==> src/egcd_pkg.sv <==
// Package for the extended GCD block: microcode word layout, program addresses
// and the read-only program itself. Used by every module of the block.
// No dependencies.
`timescale 1ns / 1ps
`default_nettype none

package egcd_pkg;

  localparam int unsigned PC_W = 3;

  typedef enum logic [2:0] {
    JMP_NEVER,
    JMP_ALWAYS,
    JMP_NO_START,
    JMP_R_ZERO,
    JMP_CNT_NZ
  } jmp_e;

  typedef enum logic [2:0] {
    DP_NONE,
    DP_LOAD,
    DP_INIT,
    DP_DIV,
    DP_UPD
  } dp_op_e;

  typedef struct packed {
    jmp_e            cond;
    logic [PC_W-1:0] target;
    dp_op_e          op;
    logic            busy;
    logic            done;
  } ctrl_word_t;

  typedef struct packed {
    logic r_zero;
    logic cnt_nz;
  } dp_status_t;

  localparam logic [PC_W-1:0] PC_IDLE = 3'd0;
  localparam logic [PC_W-1:0] PC_TEST = 3'd1;
  localparam logic [PC_W-1:0] PC_INIT = 3'd2;
  localparam logic [PC_W-1:0] PC_DIV  = 3'd3;
  localparam logic [PC_W-1:0] PC_UPD  = 3'd4;
  localparam logic [PC_W-1:0] PC_DONE = 3'd5;

  function automatic ctrl_word_t egcd_rom(input logic [PC_W-1:0] pc);
    ctrl_word_t cw;
    unique case (pc)
      PC_IDLE: cw = '{cond: JMP_NO_START, target: PC_IDLE, op: DP_LOAD, busy: 1'b0, done: 1'b0};
      PC_TEST: cw = '{cond: JMP_R_ZERO,   target: PC_DONE, op: DP_NONE, busy: 1'b1, done: 1'b0};
      PC_INIT: cw = '{cond: JMP_NEVER,    target: PC_IDLE, op: DP_INIT, busy: 1'b1, done: 1'b0};
      PC_DIV:  cw = '{cond: JMP_CNT_NZ,   target: PC_DIV,  op: DP_DIV,  busy: 1'b1, done: 1'b0};
      PC_UPD:  cw = '{cond: JMP_ALWAYS,   target: PC_TEST, op: DP_UPD,  busy: 1'b1, done: 1'b0};
      PC_DONE: cw = '{cond: JMP_ALWAYS,   target: PC_IDLE, op: DP_NONE, busy: 1'b1, done: 1'b1};
      default: cw = '{cond: JMP_ALWAYS,   target: PC_IDLE, op: DP_NONE, busy: 1'b1, done: 1'b0};
    endcase
    return cw;
  endfunction

endpackage

`default_nettype wire

==> src/egcd_seq.sv <==
// Microcode sequencer for the extended GCD block: step counter, program table
// lookup and conditional jumps. Depends on egcd_pkg.
`timescale 1ns / 1ps
`default_nettype none

module egcd_seq
  import egcd_pkg::*;
(
  input  wire logic       clk_i,
  input  wire logic       rst_ni,
  input  wire logic       start_i,
  input  wire dp_status_t status_i,
  output ctrl_word_t      cw_o
);

  logic [PC_W-1:0] pc_q;
  logic [PC_W-1:0] pc_d;
  ctrl_word_t      cw;
  logic            take;

  assign cw   = egcd_rom(pc_q);
  assign cw_o = cw;

  always_comb begin
    unique case (cw.cond)
      JMP_NEVER:    take = 1'b0;
      JMP_ALWAYS:   take = 1'b1;
      JMP_NO_START: take = !start_i;
      JMP_R_ZERO:   take = status_i.r_zero;
      JMP_CNT_NZ:   take = status_i.cnt_nz;
      default:      take = 1'b1;
    endcase
    pc_d = take ? cw.target : pc_q + PC_W'(1);
  end

  always_ff @(posedge clk_i or negedge rst_ni) begin
    if (!rst_ni) begin
      pc_q <= PC_IDLE;
    end else begin
      pc_q <= pc_d;
    end
  end

endmodule

`default_nettype wire

==> src/egcd_dp.sv <==
// Datapath of the extended GCD block: remainder and coefficient registers and
// a bit-serial restoring divider that folds the quotient into the coefficient
// updates. Driven by egcd_seq; depends on egcd_pkg.
`timescale 1ns / 1ps
`default_nettype none

module egcd_dp
  import egcd_pkg::*;
#(
  parameter int unsigned OPERAND_WIDTH = 32
) (
  input  wire logic                            clk_i,
  input  wire logic                            start_i,
  input  wire dp_op_e                          op_i,
  input  wire logic [OPERAND_WIDTH-1:0]        operand_x_i,
  input  wire logic [OPERAND_WIDTH-1:0]        operand_y_i,
  output dp_status_t                           status_o,
  output logic [OPERAND_WIDTH-1:0]             gcd_value_o,
  output logic signed [((OPERAND_WIDTH < 64) ? OPERAND_WIDTH + 1 : 64)-1:0] coef_a_o,
  output logic signed [((OPERAND_WIDTH < 64) ? OPERAND_WIDTH + 1 : 64)-1:0] coef_b_o
);

  localparam int unsigned W     = OPERAND_WIDTH;
  localparam int unsigned CW    = (W < 64) ? W + 1 : 64;
  localparam int unsigned CNT_W = $clog2(W);

  logic [W-1:0]     r_prev_q, r_prev_d, r_cur_q, r_cur_d;
  logic [W-1:0]     rem_q, rem_d, dq_q, dq_d;
  logic [CW-1:0]    s_prev_q, s_prev_d, s_cur_q, s_cur_d;
  logic [CW-1:0]    t_prev_q, t_prev_d, t_cur_q, t_cur_d;
  logic [CW-1:0]    acc_s_q, acc_s_d, acc_t_q, acc_t_d;
  logic [CNT_W-1:0] cnt_q, cnt_d;
  logic [W:0]       shifted;
  logic             qbit;

  assign shifted = {rem_q, dq_q[W-1]};
  assign qbit    = (shifted >= {1'b0, r_cur_q});

  always_comb begin
    r_prev_d = r_prev_q;
    r_cur_d  = r_cur_q;
    rem_d    = rem_q;
    dq_d     = dq_q;
    s_prev_d = s_prev_q;
    s_cur_d  = s_cur_q;
    t_prev_d = t_prev_q;
    t_cur_d  = t_cur_q;
    acc_s_d  = acc_s_q;
    acc_t_d  = acc_t_q;
    cnt_d    = cnt_q;
    unique case (op_i)
      DP_LOAD: begin
        if (start_i) begin
          r_prev_d = operand_x_i;
          r_cur_d  = operand_y_i;
          s_prev_d = CW'(1);
          s_cur_d  = '0;
          t_prev_d = '0;
          t_cur_d  = CW'(1);
        end
      end
      DP_INIT: begin
        rem_d   = '0;
        dq_d    = r_prev_q;
        acc_s_d = '0;
        acc_t_d = '0;
        cnt_d   = CNT_W'(W - 1);
      end
      DP_DIV: begin
        rem_d   = qbit ? W'(shifted - {1'b0, r_cur_q}) : shifted[W-1:0];
        dq_d    = {dq_q[W-2:0], qbit};
        acc_s_d = {acc_s_q[CW-2:0], 1'b0} + (qbit ? s_cur_q : '0);
        acc_t_d = {acc_t_q[CW-2:0], 1'b0} + (qbit ? t_cur_q : '0);
        cnt_d   = cnt_q - CNT_W'(1);
      end
      DP_UPD: begin
        r_prev_d = r_cur_q;
        r_cur_d  = rem_q;
        s_prev_d = s_cur_q;
        s_cur_d  = s_prev_q - acc_s_q;
        t_prev_d = t_cur_q;
        t_cur_d  = t_prev_q - acc_t_q;
      end
      default: begin
      end
    endcase
  end

  always_ff @(posedge clk_i) begin
    r_prev_q <= r_prev_d;
    r_cur_q  <= r_cur_d;
    rem_q    <= rem_d;
    dq_q     <= dq_d;
    s_prev_q <= s_prev_d;
    s_cur_q  <= s_cur_d;
    t_prev_q <= t_prev_d;
    t_cur_q  <= t_cur_d;
    acc_s_q  <= acc_s_d;
    acc_t_q  <= acc_t_d;
    cnt_q    <= cnt_d;
  end

  assign status_o.r_zero = (r_cur_q == '0);
  assign status_o.cnt_nz = (cnt_q != '0);
  assign gcd_value_o     = r_prev_q;
  assign coef_a_o        = s_prev_q;
  assign coef_b_o        = t_prev_q;

endmodule

`default_nettype wire

==> src/extended_gcd.sv <==
// Top level of the extended GCD block: gcd and Bezout coefficients of two
// unsigned operands. Instantiates egcd_seq and egcd_dp; depends on egcd_pkg.
//
//   Channel   Handshake             Beat ports
//   command   start_i / busy_o      operand_x_i, operand_y_i
//   result    done_o (one cycle)    gcd_value_o, coef_a_o, coef_b_o
//
// A beat is taken when start_i is high and busy_o is low. Each Euclid step
// runs the divider, which yields one quotient bit per cycle; an item runs
// Euclid steps until the remainder is zero and then shows the result. The
// result is shown for the single cycle done_o is high and the receiver
// cannot stall it. After reset the block is idle at once.
`timescale 1ns / 1ps
`default_nettype none

module extended_gcd
  import egcd_pkg::*;
#(
  parameter int unsigned OPERAND_WIDTH = 32
) (
  input  wire logic                     clk_i,
  input  wire logic                     rst_ni,
  input  wire logic                     start_i,
  output logic                          busy_o,
  input  wire logic [OPERAND_WIDTH-1:0] operand_x_i,
  input  wire logic [OPERAND_WIDTH-1:0] operand_y_i,
  output logic                          done_o,
  output logic [OPERAND_WIDTH-1:0]      gcd_value_o,
  output logic signed [((OPERAND_WIDTH < 64) ? OPERAND_WIDTH + 1 : 64)-1:0] coef_a_o,
  output logic signed [((OPERAND_WIDTH < 64) ? OPERAND_WIDTH + 1 : 64)-1:0] coef_b_o
);

  ctrl_word_t cw;
  dp_status_t status;

  egcd_seq u_seq (
    .clk_i    (clk_i),
    .rst_ni   (rst_ni),
    .start_i  (start_i),
    .status_i (status),
    .cw_o     (cw)
  );

  egcd_dp #(
    .OPERAND_WIDTH (OPERAND_WIDTH)
  ) u_dp (
    .clk_i       (clk_i),
    .start_i     (start_i),
    .op_i        (cw.op),
    .operand_x_i (operand_x_i),
    .operand_y_i (operand_y_i),
    .status_o    (status),
    .gcd_value_o (gcd_value_o),
    .coef_a_o    (coef_a_o),
    .coef_b_o    (coef_b_o)
  );

  assign busy_o = cw.busy;
  assign done_o = cw.done;

endmodule

`default_nettype wire

==> config.mk <==
export PLATFORM = sky130hd
export DESIGN_NAME = extended_gcd
export DESIGN_NICKNAME = d
export VERILOG_FILES = /design/src/egcd_pkg.sv /design/src/egcd_seq.sv /design/src/egcd_dp.sv /design/src/extended_gcd.sv
export SDC_FILE = /design/constraint.sdc
export NUM_CORES = 1
export LEC_CHECK = 0
export BUFFER_PORTS_ARGS = -buffer_cell sky130_fd_sc_hd__buf_2
export CORE_MARGIN = 2
export CORE_UTILIZATION = 42
export DETAILED_ROUTE_END_ITERATION = 10
export HOLD_SLACK_MARGIN = 0.08
export PLACE_DENSITY = 0.73
export SETUP_SLACK_MARGIN = 0.05
export SYNTH_ARGS = -nofsm -noshare
export SYNTH_HDL_FRONTEND = slang
export SYNTH_SLANG_ARGS = --single-unit
==> constraint.sdc <==
create_clock -name clk_i -period 13.08 [get_ports clk_i]
set_input_delay 1.308 -clock clk_i [delete_from_list [all_inputs] [get_ports clk_i]]
set_output_delay 1.308 -clock clk_i [all_outputs]
set_load 0.05 [all_outputs]
; ---- After elaboration in Yosys (flattened, before gate mapping)
; Cells that the tools add are included.
; W data, S select, Z words.
[totals]
register_bits = 334
elab_cells = 62
[classes]
eq_ne = 13
reduce_logical = 8
magnitude_cmp = 1
addsub = 7
muxes = 21
[op_table]
columns = op, n
row1 = $pmux W33 S2, 6
row2 = $pmux W32 S2, 4
row3 = $mux W33, 4
row4 = $mux W32, 3
row5 = $add A33 B33 Y33, 2
row6 = $pmux W11 S6, 1
row7 = $sub A33 B33 Y33, 2
row8 = $ge A33 B32 Y1, 1
row9 = $logic_not A32 Y1, 1
row10 = $sub A32 B32 Y32, 1
row11 = $eq A3 B2 Y1 const B, 6
row12 = $eq A3 B3 Y1 const B, 4
row13 = $pmux W5 S2, 1
row14 = $eq A3 B1 Y1 const B, 2
row15 = $logic_not A3 Y1, 2
row16 = $reduce_bool A5 Y1, 1
row17 = $sub A5 B1 Y5 const B, 1
row18 = $pmux W1 S4, 1
row19 = $reduce_bool A2 Y1, 2
row20 = $add A3 B1 Y3 const B, 1
row21 = $mux W3, 1
row22 = $ne A2 B2 Y1 const B, 1
row23 = $reduce_and A2 Y1, 1
row24 = $logic_not A1 Y1, 1

; ---- Depth between registers and ports, before layout
; Gate-level depths: netlist of run 1.
[logic_depth]
word_depth = 5
depth_mapped = 24

; ---- Modules after synthesis
; Synthesis of run 1 repeated with hierarchy kept, for this count alone.
[hier_totals]
hier_cells = 2196
area_unflattened_um2 = 21460.6
[modules_own_cells]
columns = mod, cells_per_inst, area_per_inst_um2, n_inst
row1 = egcd_dp, 2156, 21119.0, 1
row2 = egcd_seq, 40, 341.6, 1

; ---- Least setup slack after synthesis of run 1
; OpenSTA, ideal clock, no wires.
[synth_path]
path_type = flip-flop to flip-flop
start = reg u_seq.pc_q[2]
end = reg u_dp.dq_q[16], data pin
period_less_slack_ps = 13522
required_time_ps = 12827
setup_ps = 253
path_stages_with_launch = 11
n_path_buf = 3
arrival_time_ps = 13269
setup_slack_ps = -442
path_cell_list = dfrtp_1 > clkinv_1 > ha_1 > nor2_1 > o21ai_0 > o21ai_0 > clkbuf_1 > clkbuf_1 > clkbuf_1 > nand2_1 > nand2_1
[synth_via]
elab_chain_cells = 4
[synth_lines]
columns = element, line
row1 = from (decl), egcd_seq.sv:16  ; logic [PC_W-1:0] pc_q;
row2 = from (signal assigned), egcd_seq.sv:40  ; pc_q <= pc_d;
row3 = $eq A3 B3 Y1 (tied with other cells), egcd_pkg.sv:49  ; unique case (pc)
row4 = $pmux W11 S6 *, egcd_pkg.sv:49
row5 = $eq A3 B2 Y1, egcd_dp.sv:51  ; unique case (op_i)
row6 = $pmux W32 S2 *, egcd_dp.sv:51
row7 = via u_dp.dq_d[16], egcd_dp.sv:28  ; logic [W-1:0] rem_q, rem_d, dq_q, dq_d;
row8 = to (signal assigned), egcd_dp.sv:93  ; dq_q <= dq_d;
row9 = to (decl), egcd_dp.sv:28
; The timed path passes the listed nets; every way through them passes the cells marked *.
; A chain may end at the register's enable or synchronous reset.

; ---- Worst setup path after layout of run 1
[layout_path]
start = reg u_dp.rem_q[2]
end = reg u_dp.acc_t_q[30], data pin
[layout_via]
elab_chain_cells = 4
[layout_lines]
columns = element, line
row1 = from (decl), egcd_dp.sv:28
row2 = from (signal assigned), egcd_dp.sv:92  ; rem_q <= rem_d;
row3 = $ge A33 B32 Y1, egcd_dp.sv:37  ; assign qbit = (shifted >= {1'b0, r_cur_q});
row4 = $mux W33, egcd_dp.sv:73  ; acc_t_d = {acc_t_q[CW-2:0], 1'b0} + (qbit ? t_cur_q : '0);
row5 = $add A33 B33 Y33, egcd_dp.sv:73
row6 = $pmux W33 S2, egcd_dp.sv:51
row7 = to (signal assigned), egcd_dp.sv:99  ; acc_t_q <= acc_t_d;
row8 = to (decl), egcd_dp.sv:31  ; logic [CW-1:0] acc_s_q, acc_s_d, acc_t_q, acc_t_d;
; No other way between the ends.

==> results.md, run 1 <==
- Sw Ratio: 20.0%
- Synthesized flop and latch total: 334
- DRT iter0 DRCs: 1235
- Pin count of the biggest net entering global routing: 137
- I/O Buffers: 166
- Asr flop ratio synth: 0.898%
- Req. time, crit path: 13.39 ns
- Crit-path slowest cell: buf_4
- Worst-Margin Slew: 1.04 ns
- Vias/cell: 5.55
- H-tree levels: 2
- CP startpoint kind: register
- Row count: 82
- Synthesized instance count: 2247
- Top post-synthesis cells by area: edfxtp_1 46%, ha_1 9.5%, nand2_1 6.3%, and2_1 4.0%, a21oi_1 3.6%
- Top cell family by delay on the critical path: compound AO/OA/AOI/OAI gates
- Die area: 53100 um2
- Slew headroom: 30.8%
- Routed wire length: 55.3 mm
- Initial core utilization: 42.8%
- Die height: 230 um
- Final Cycle Share: 46.9%
- Register area: 10000 um2
- Setup crit end kind: register
- Seq/Total Area, Yosys: 46.5%
- Congestion Overflow GR: 0
- CTS Root Cell: clkbuf_16
- I/O pin total: 167
- Top-area cell type share of the netlist area: 46.2%
- Inserted Clock Buffers: 40
- Sink Count: 334
- Residual DRC count: 0
- Sw power: 0.000462 W
- Area of the multi-input gates: 10800 um2
- Dpl cell area: 23100 um2
- Ratio of cells with drive above 1 in the final layout: 10.5%
- Synth cell types: 75
- Pwr/cell area: 94.7 nW/um2
- Leakage power: 10.9 nW
- Min Tclk post-route: 6.14 ns
- Finish-stage setup viols: 0
- Cells along the critical path: ha_1, a21o_1, a21oi_1, a21boi_1, o311ai_1, a31oi_1, o21ai_1, nand2_2, buf_4, and2_1, ha_1, a211oi_1, o21bai_1, o31ai_1, a21oi_1, o21ai_0, o21ba_2, o21ai_0, and4b_1, or3_1
- Top FF cell, synth: edfxtp_1
- Setup CP Type: reg2reg
- Post-route cell area: 24300 um2
- Placer Congestion: 0.935
- Drt first pass iters: 5
- WL/cell: 17.9 um
- Global-route usage over all layers: 20.5%
- Filler cells: 4685
- Commonest cells after routing, fill and taps aside: 362 x nand2_1, 331 x edfxtp_1, 182 x nor2_1, 166 x buf_2, 164 x ha_1
- Post-CTS setup buffers: 0
- Setup TNS: 0 ns
- Vias in the first global route: 16800
- Post-CTS sizing: 0
- Max Cap Viol: 0
- Mean Syn Cell Area: 9.58 um2
- RSZ-0062 raised after global routing: false
- Hold_buf cts: 0
- Final antenna-violating net count: 0
- Final hold vios: 0
- Synth Cell Area: 21500 um2
- Internal power: 0.00184 W
- Hold depth: 2
- Max clock buf depth: 3
- Core area: 50400 um2
- Post-synth EDFFs: 331
- Area grow syn2layout: 13.0%
- Final HPWL DP: 39.7 mm
- Reg power frac: 50.4%
- First-pass GRT wire length: 88.0 mm
- Crit path DAT: 6.45 ns
- R2R cell count: 20
- Ys Warns: 0
- Logic pwr share: 1.0%
- Final nets: 2625
- Die width: 230 um
- Slew Viols, Final: 0
- CTS tree: yes
- Hold Path Class: reg2reg
- WP depth: 20
- Power share of the clock group: 48.6%
- Commonest non-fill, non-tap cell in the layout: nand2_1
- Final Skew: 0.0102 ns
- Clock-pin transition on the worst setup and hold timing paths: 0.06 ns
- Initial antenna violation count: 1
- VDD IR max: 0.0674 mV
- Dominant cell type by area after synthesis: edfxtp_1
- Status: finished clean
- Max Fclk: 0.163 GHz
- Via count: 17200
- Worst Path Buf+Inv: 1
- Syn nets: 2483
- CP max FO: 102
- Highest cell delay on the worst timing path: 0.44 ns
- Worst-skew pair later-pin latency: 0.56 ns
[stage by stage]
stage               hold slack [ns]  setup slack (ns)  cells  util, %  power [W]
finish                        0.509              6.94   3091     48.3    0.00230
global route                  0.524              6.46   3090     48.3    0.00237
CTS                           0.512              7.04   3090     48.3    0.00232
detailed placement            0.498              7.09   3019     45.8    0.00121
global placement              0.489              7.36   3019     45.8    0.00121
floorplan                     0.484              1.46   2247        -    0.00119
[power groups by stage]
stage | Combinational (W) | Clock [W] | Sequential (W)
floorplan | 0.00000706 | 0 | 0.00118
global placement | 0.0000223 | 0 | 0.00118
detailed placement | 0.0000224 | 0 | 0.00118
CTS | 0.0000226 | 0.00114 | 0.00116
global route | 0.0000249 | 0.00118 | 0.00116
finish | 0.0000224 | 0.00112 | 0.00116
[layer usage]
layer  part of all wire, %  wire length (um)  track usage, %  vias to the layer above
met5                     0                 0               0                        -
met4                   3.6              2010            8.35                        0
met3                   6.2              3430            3.17                      119
met2                    46             25300            33.2                      558
met1                    44             24600            27.6                     8165
li1                      -                 -               -                     8321
[worst min-delay path, delay by kind of cell, from the launching register on]
kind             cells  cell delay, ns
and+or+nand+nor      2            0.09
DFF                  1            0.32
[state kept, by name, indices dropped and copies added, names as in the netlist, 5 cells and up]
register and cells:
u_dp.coef_a_o 33, u_dp.s_cur_q 33, u_dp.rem_q 32, u_dp.dq_q 32, u_dp.t_cur_q 33, u_dp.coef_b_o 33
u_dp.r_cur_q 32, u_dp.cnt_q 5, u_dp.acc_s_q 33, u_dp.acc_t_q 33, u_dp.gcd_value_o 32
[final cells by class]
type                            instances  share of cell area, %
Inverter                              133                   2.05
Timing Repair Buffer                  177                   3.80
Tap cell                              672                   3.45
Clock inverter                         22                  0.961
Clock buffer                           49                   4.34
Antenna cell                            1                 0.0103
Sequential cell                       334                   41.1
Multi-Input combinational cell       1703                   44.2
[worst paths after layout]
kind | from | to | slack [ns]
max | u_dp.rem_q[2]$_SDFFCE_PN0P_ | u_dp.acc_t_q[30]$_SDFFCE_PN0P_ | 6.94
max reg2reg | u_dp.rem_q[2]$_SDFFCE_PN0P_ | u_dp.acc_t_q[30]$_SDFFCE_PN0P_ | 6.94
min in group asynchronous | rst_ni | u_seq.pc_q[2]$_DFF_PN0_ | 0.54
max in group asynchronous | rst_ni | u_seq.pc_q[1]$_DFF_PN0_ | 12.43
min reg2reg | u_dp.dq_q[1]$_DFFE_PP_ | u_dp.dq_q[2]$_DFFE_PP_ | 0.51
min | u_dp.dq_q[1]$_DFFE_PP_ | u_dp.dq_q[2]$_DFFE_PP_ | 0.51
[synthesized netlist by cell type (all sizes together), types with 4 or more instances]
library cell	number
clkbuf	68
a31oi	23
ha	164
fa	5
xor2	60
mux2i	6
nand3	40
edfxtp	331
o41ai	4
and2	136
nor2b	19
o2111ai	9
a221o	5
nand4	18
buf	9
nor4	9
a41oi	5
inv	132
o21bai	16
a211o	4
o31ai	5
nor2	183
nand2	363
a21oi	156
a221oi	5
and3	23
nor3b	5
o21a	18
nand2b	26
o211ai	9
xnor2	62
a211oi	29
a21boi	7
o31a	4
or3	14
o21ai	122
nand3b	4
or4	5
a311oi	4
a2111oi	6
or2	5
nor3	34
a21o	63
[cell families after synthesis]
family | count (synthesis) | synth area share (%)
buffers and inverters | 210 | 3.70
xor gates and xnor gates | 123 | 5.07
AOI/OAI and AO/OA | 513 | 15.1
muxes | 6 | 0.279
DFF | 334 | 46.5
adders and majority gates | 169 | 9.99
and+or+nand+nor | 892 | 19.3
Note: power is estimated with default switching activity, not from simulation.
==> inputs of run 2 (changes only) <==
==> constraint.sdc (replaced) <==
create_clock -name clk_i -period 5.45 [get_ports clk_i]
set_input_delay 0.545 -clock clk_i [delete_from_list [all_inputs] [get_ports clk_i]]
set_output_delay 0.545 -clock clk_i [all_outputs]
set_load 0.05 [all_outputs]
==> run 2 against run 1 <==
Setup slack got worse by 6.6 ns. Count of clock-buffer cells in the layout decreased by 3. Power increased by 130%. Via count increased by 0.83%. Largest power group unchanged. Hold slack got worse by 0.26 ns. Global-route usage decreased by 0.13 points.
==> results.md, run 2 (same netlist as run 1, synthesis figures left out) <==
- CP Launch Point: u_dp.rem_q[5]$_SDFFCE_PN0P_
- Status: finished clean
- Slew Viols, Final: 0
- Crit path capture: u_dp.acc_t_q[30]$_SDFFCE_PN0P_
- Initial core utilization: 42.8%
- CTS tree: yes
- Finish-stage setup viols: 0
- Min Tclk post-route: 5.15 ns
- Die width: 230 um
- I/O pin total: 167
- Commonest cells after routing, fill and taps aside: 362 x nand2_1, 331 x edfxtp_1, 182 x nor2_1, 166 x buf_2, 163 x ha_1
- Reg2reg end: u_dp.acc_t_q[30]$_SDFFCE_PN0P_
- First-pass GRT wire length: 87.6 mm
- Pin count of the biggest net entering global routing: 115
- Commonest non-fill, non-tap cell in the layout: nand2_1
- WL/cell: 18.0 um
- Via count: 17300
- Final antenna-violating net count: 0
- VDD IR max: 0.180 mV
- Clock-pin transition on the worst setup and hold timing paths: 0.06 ns
- Final Cycle Share: 94.5%
- Final hold vios: 0
- Setup crit end kind: register
- Inserted Clock Buffers: 40
- RSZ-0062 raised after global routing: true
- Die area: 53100 um2
- Dpl cell area: 23300 um2
- R2R cell count: 21
- Vias/cell: 5.54
- Final Skew: 0.0273 ns
- CTS Root Cell: clkbuf_16
- Post-route cell area: 24700 um2
- Worst reg2reg path startpoint: u_dp.rem_q[5]$_SDFFCE_PN0P_
- Setup TNS: 0 ns
- H-tree levels: 2
- Vias in the first global route: 16800
- Hold Path Class: in2reg
- Pwr/cell area: 217 nW/um2
- Global-route usage over all layers: 20.4%
- Req. time, crit path: 5.75 ns
- Congestion Overflow GR: 0
- CP startpoint kind: register
- Ratio of cells with drive above 1 in the final layout: 12.2%
- Leakage power: 11.0 nW
- Max Fclk: 0.194 GHz
- Final nets: 2655
- Slew headroom: 24.4%
- Sink Count: 334
- CP max FO: 13
- Drt first pass iters: 5
- Placer Congestion: 0.964
- Worst-skew pair later-pin latency: 0.57 ns
- Worst-Margin Slew: 1.13 ns
- Final HPWL DP: 39.9 mm
- Initial antenna violation count: 0
- Row count: 82
- N_diodes: 0
- Crit path DAT: 5.45 ns
- Residual DRC count: 0
- Die height: 230 um
- Area grow syn2layout: 14.5%
- Max clock buf depth: 3
- DRT iter0 DRCs: 1227
- Routed wire length: 56.3 mm
- Core area: 50400 um2
- Setup CP Type: reg2reg
- Max Cap Viol: 0
- Worst R2R Setup Slack: 0.30 ns
- I/O Buffers: 166
[run 2: cell count changes in the layout (fill, tap and decap cells not counted), moves of 4 or more]
cell	change
buf_12	+4
buf_4	+20
bufinv_16	-4
clkinv_2	+6
[run 2: layout make-up]
class / instances / area (um2)
Timing Repair Buffer: 207 / 1260
Tap cell: 672 / 841
Inverter: 133 / 499
Sequential cell: 334 / 10000
Fill cell: 4607 / 25700
Clock inverter: 28 / 166
Multi-Input combinational cell: 1703 / 10800
Clock buffer: 46 / 1040
[run 2: critical path: stages (launching register included)]
cell and delay, ns:
edfxtp_1 0.41, ha_1 0.37, a21o_1 0.21, nand4_1 0.09, nand3_1 0.13, o311ai_2 0.36, a31oi_2 0.19, o21ai_2 0.21
nand2_4 0.14, buf_4 0.22, clkbuf_16 0.16, and2_1 0.16, ha_1 0.30, o211ai_1 0.12, o211ai_1 0.21, nand4_1 0.21
a21oi_1 0.29, o21ai_1 0.16, o21ba_2 0.24, o21ai_1 0.19, nor4_1 0.08, or3_1 0.40
[run 2: routing by layer]
metal | up-vias | wire, um | GRT usage [%]
li1 | 8400 | - | -
met1 | 8192 | 24900 | 27.4
met2 | 595 | 25900 | 33.5
met3 | 118 | 3600 | 2.95
met4 | 0 | 1910 | 7.70
met5 | - | 0 | 0
[run 2: repair_timing]
item / in CTS / in global routing
gates resized for setup: 2 / 17
hold buffers: 1 / 0
endpoints found under the hold margin: 3 / 0
pin swaps: 0 / 6
endpoints found under the setup margin: 2 / 16
cloned: 0 / 4
setup buffers: 0 / 4
[run 2: where the power goes]
part           total [W]  switching [W]  internal (W)
sequential       0.00279              0       0.00279
clock            0.00252        0.00110       0.00142
combinational  0.0000517      0.0000260     0.0000258
total            0.00536        0.00113       0.00424
[run 2: how the worst min path moves through the flow]
| stage | start | end | slack [ns] | cells after the start |
|---|---|---|---|---|
| 6_report | operand_y_i[15] | u_dp.r_cur_q[15]$_DFFE_PP_ | 0.25 | 3 |
| 5_1_grt | operand_y_i[13] | u_dp.r_cur_q[13]$_DFFE_PP_ | 0.24 | 3 |
| 4_1_cts | operand_y_i[12] | u_dp.r_cur_q[12]$_DFFE_PP_ | 0.22 | 3 |
| 3_5_place_dp | rst_ni | u_seq.pc_q[1]$_DFF_PN0_ | 0.34 | 1 |
| 3_3_place_gp | rst_ni | u_seq.pc_q[0]$_DFF_PN0_ | 0.34 | 1 |
| 2_1_floorplan | rst_ni | u_seq.pc_q[0]$_DFF_PN0_ | 0.25 | 0 |
[run 2: per-stage QoR]
step / util [%] / power [W] / hold WS, ns / std cells / worst slack, ns
after CTS: 48.6 / 0.00543 / 0.215 / 3115 / 0.133
final: 49.0 / 0.00536 / 0.248 / 3123 / 0.297
after floorplan: - / 0.00286 / 0.249 / 2247 / 0.373
after global routing: 49.0 / 0.00551 / 0.240 / 3123 / -0.0228
after global placement: 46.2 / 0.00289 / 0.342 / 3040 / 0.221
after detailed placement: 46.2 / 0.00289 / 0.341 / 3040 / 0.0152
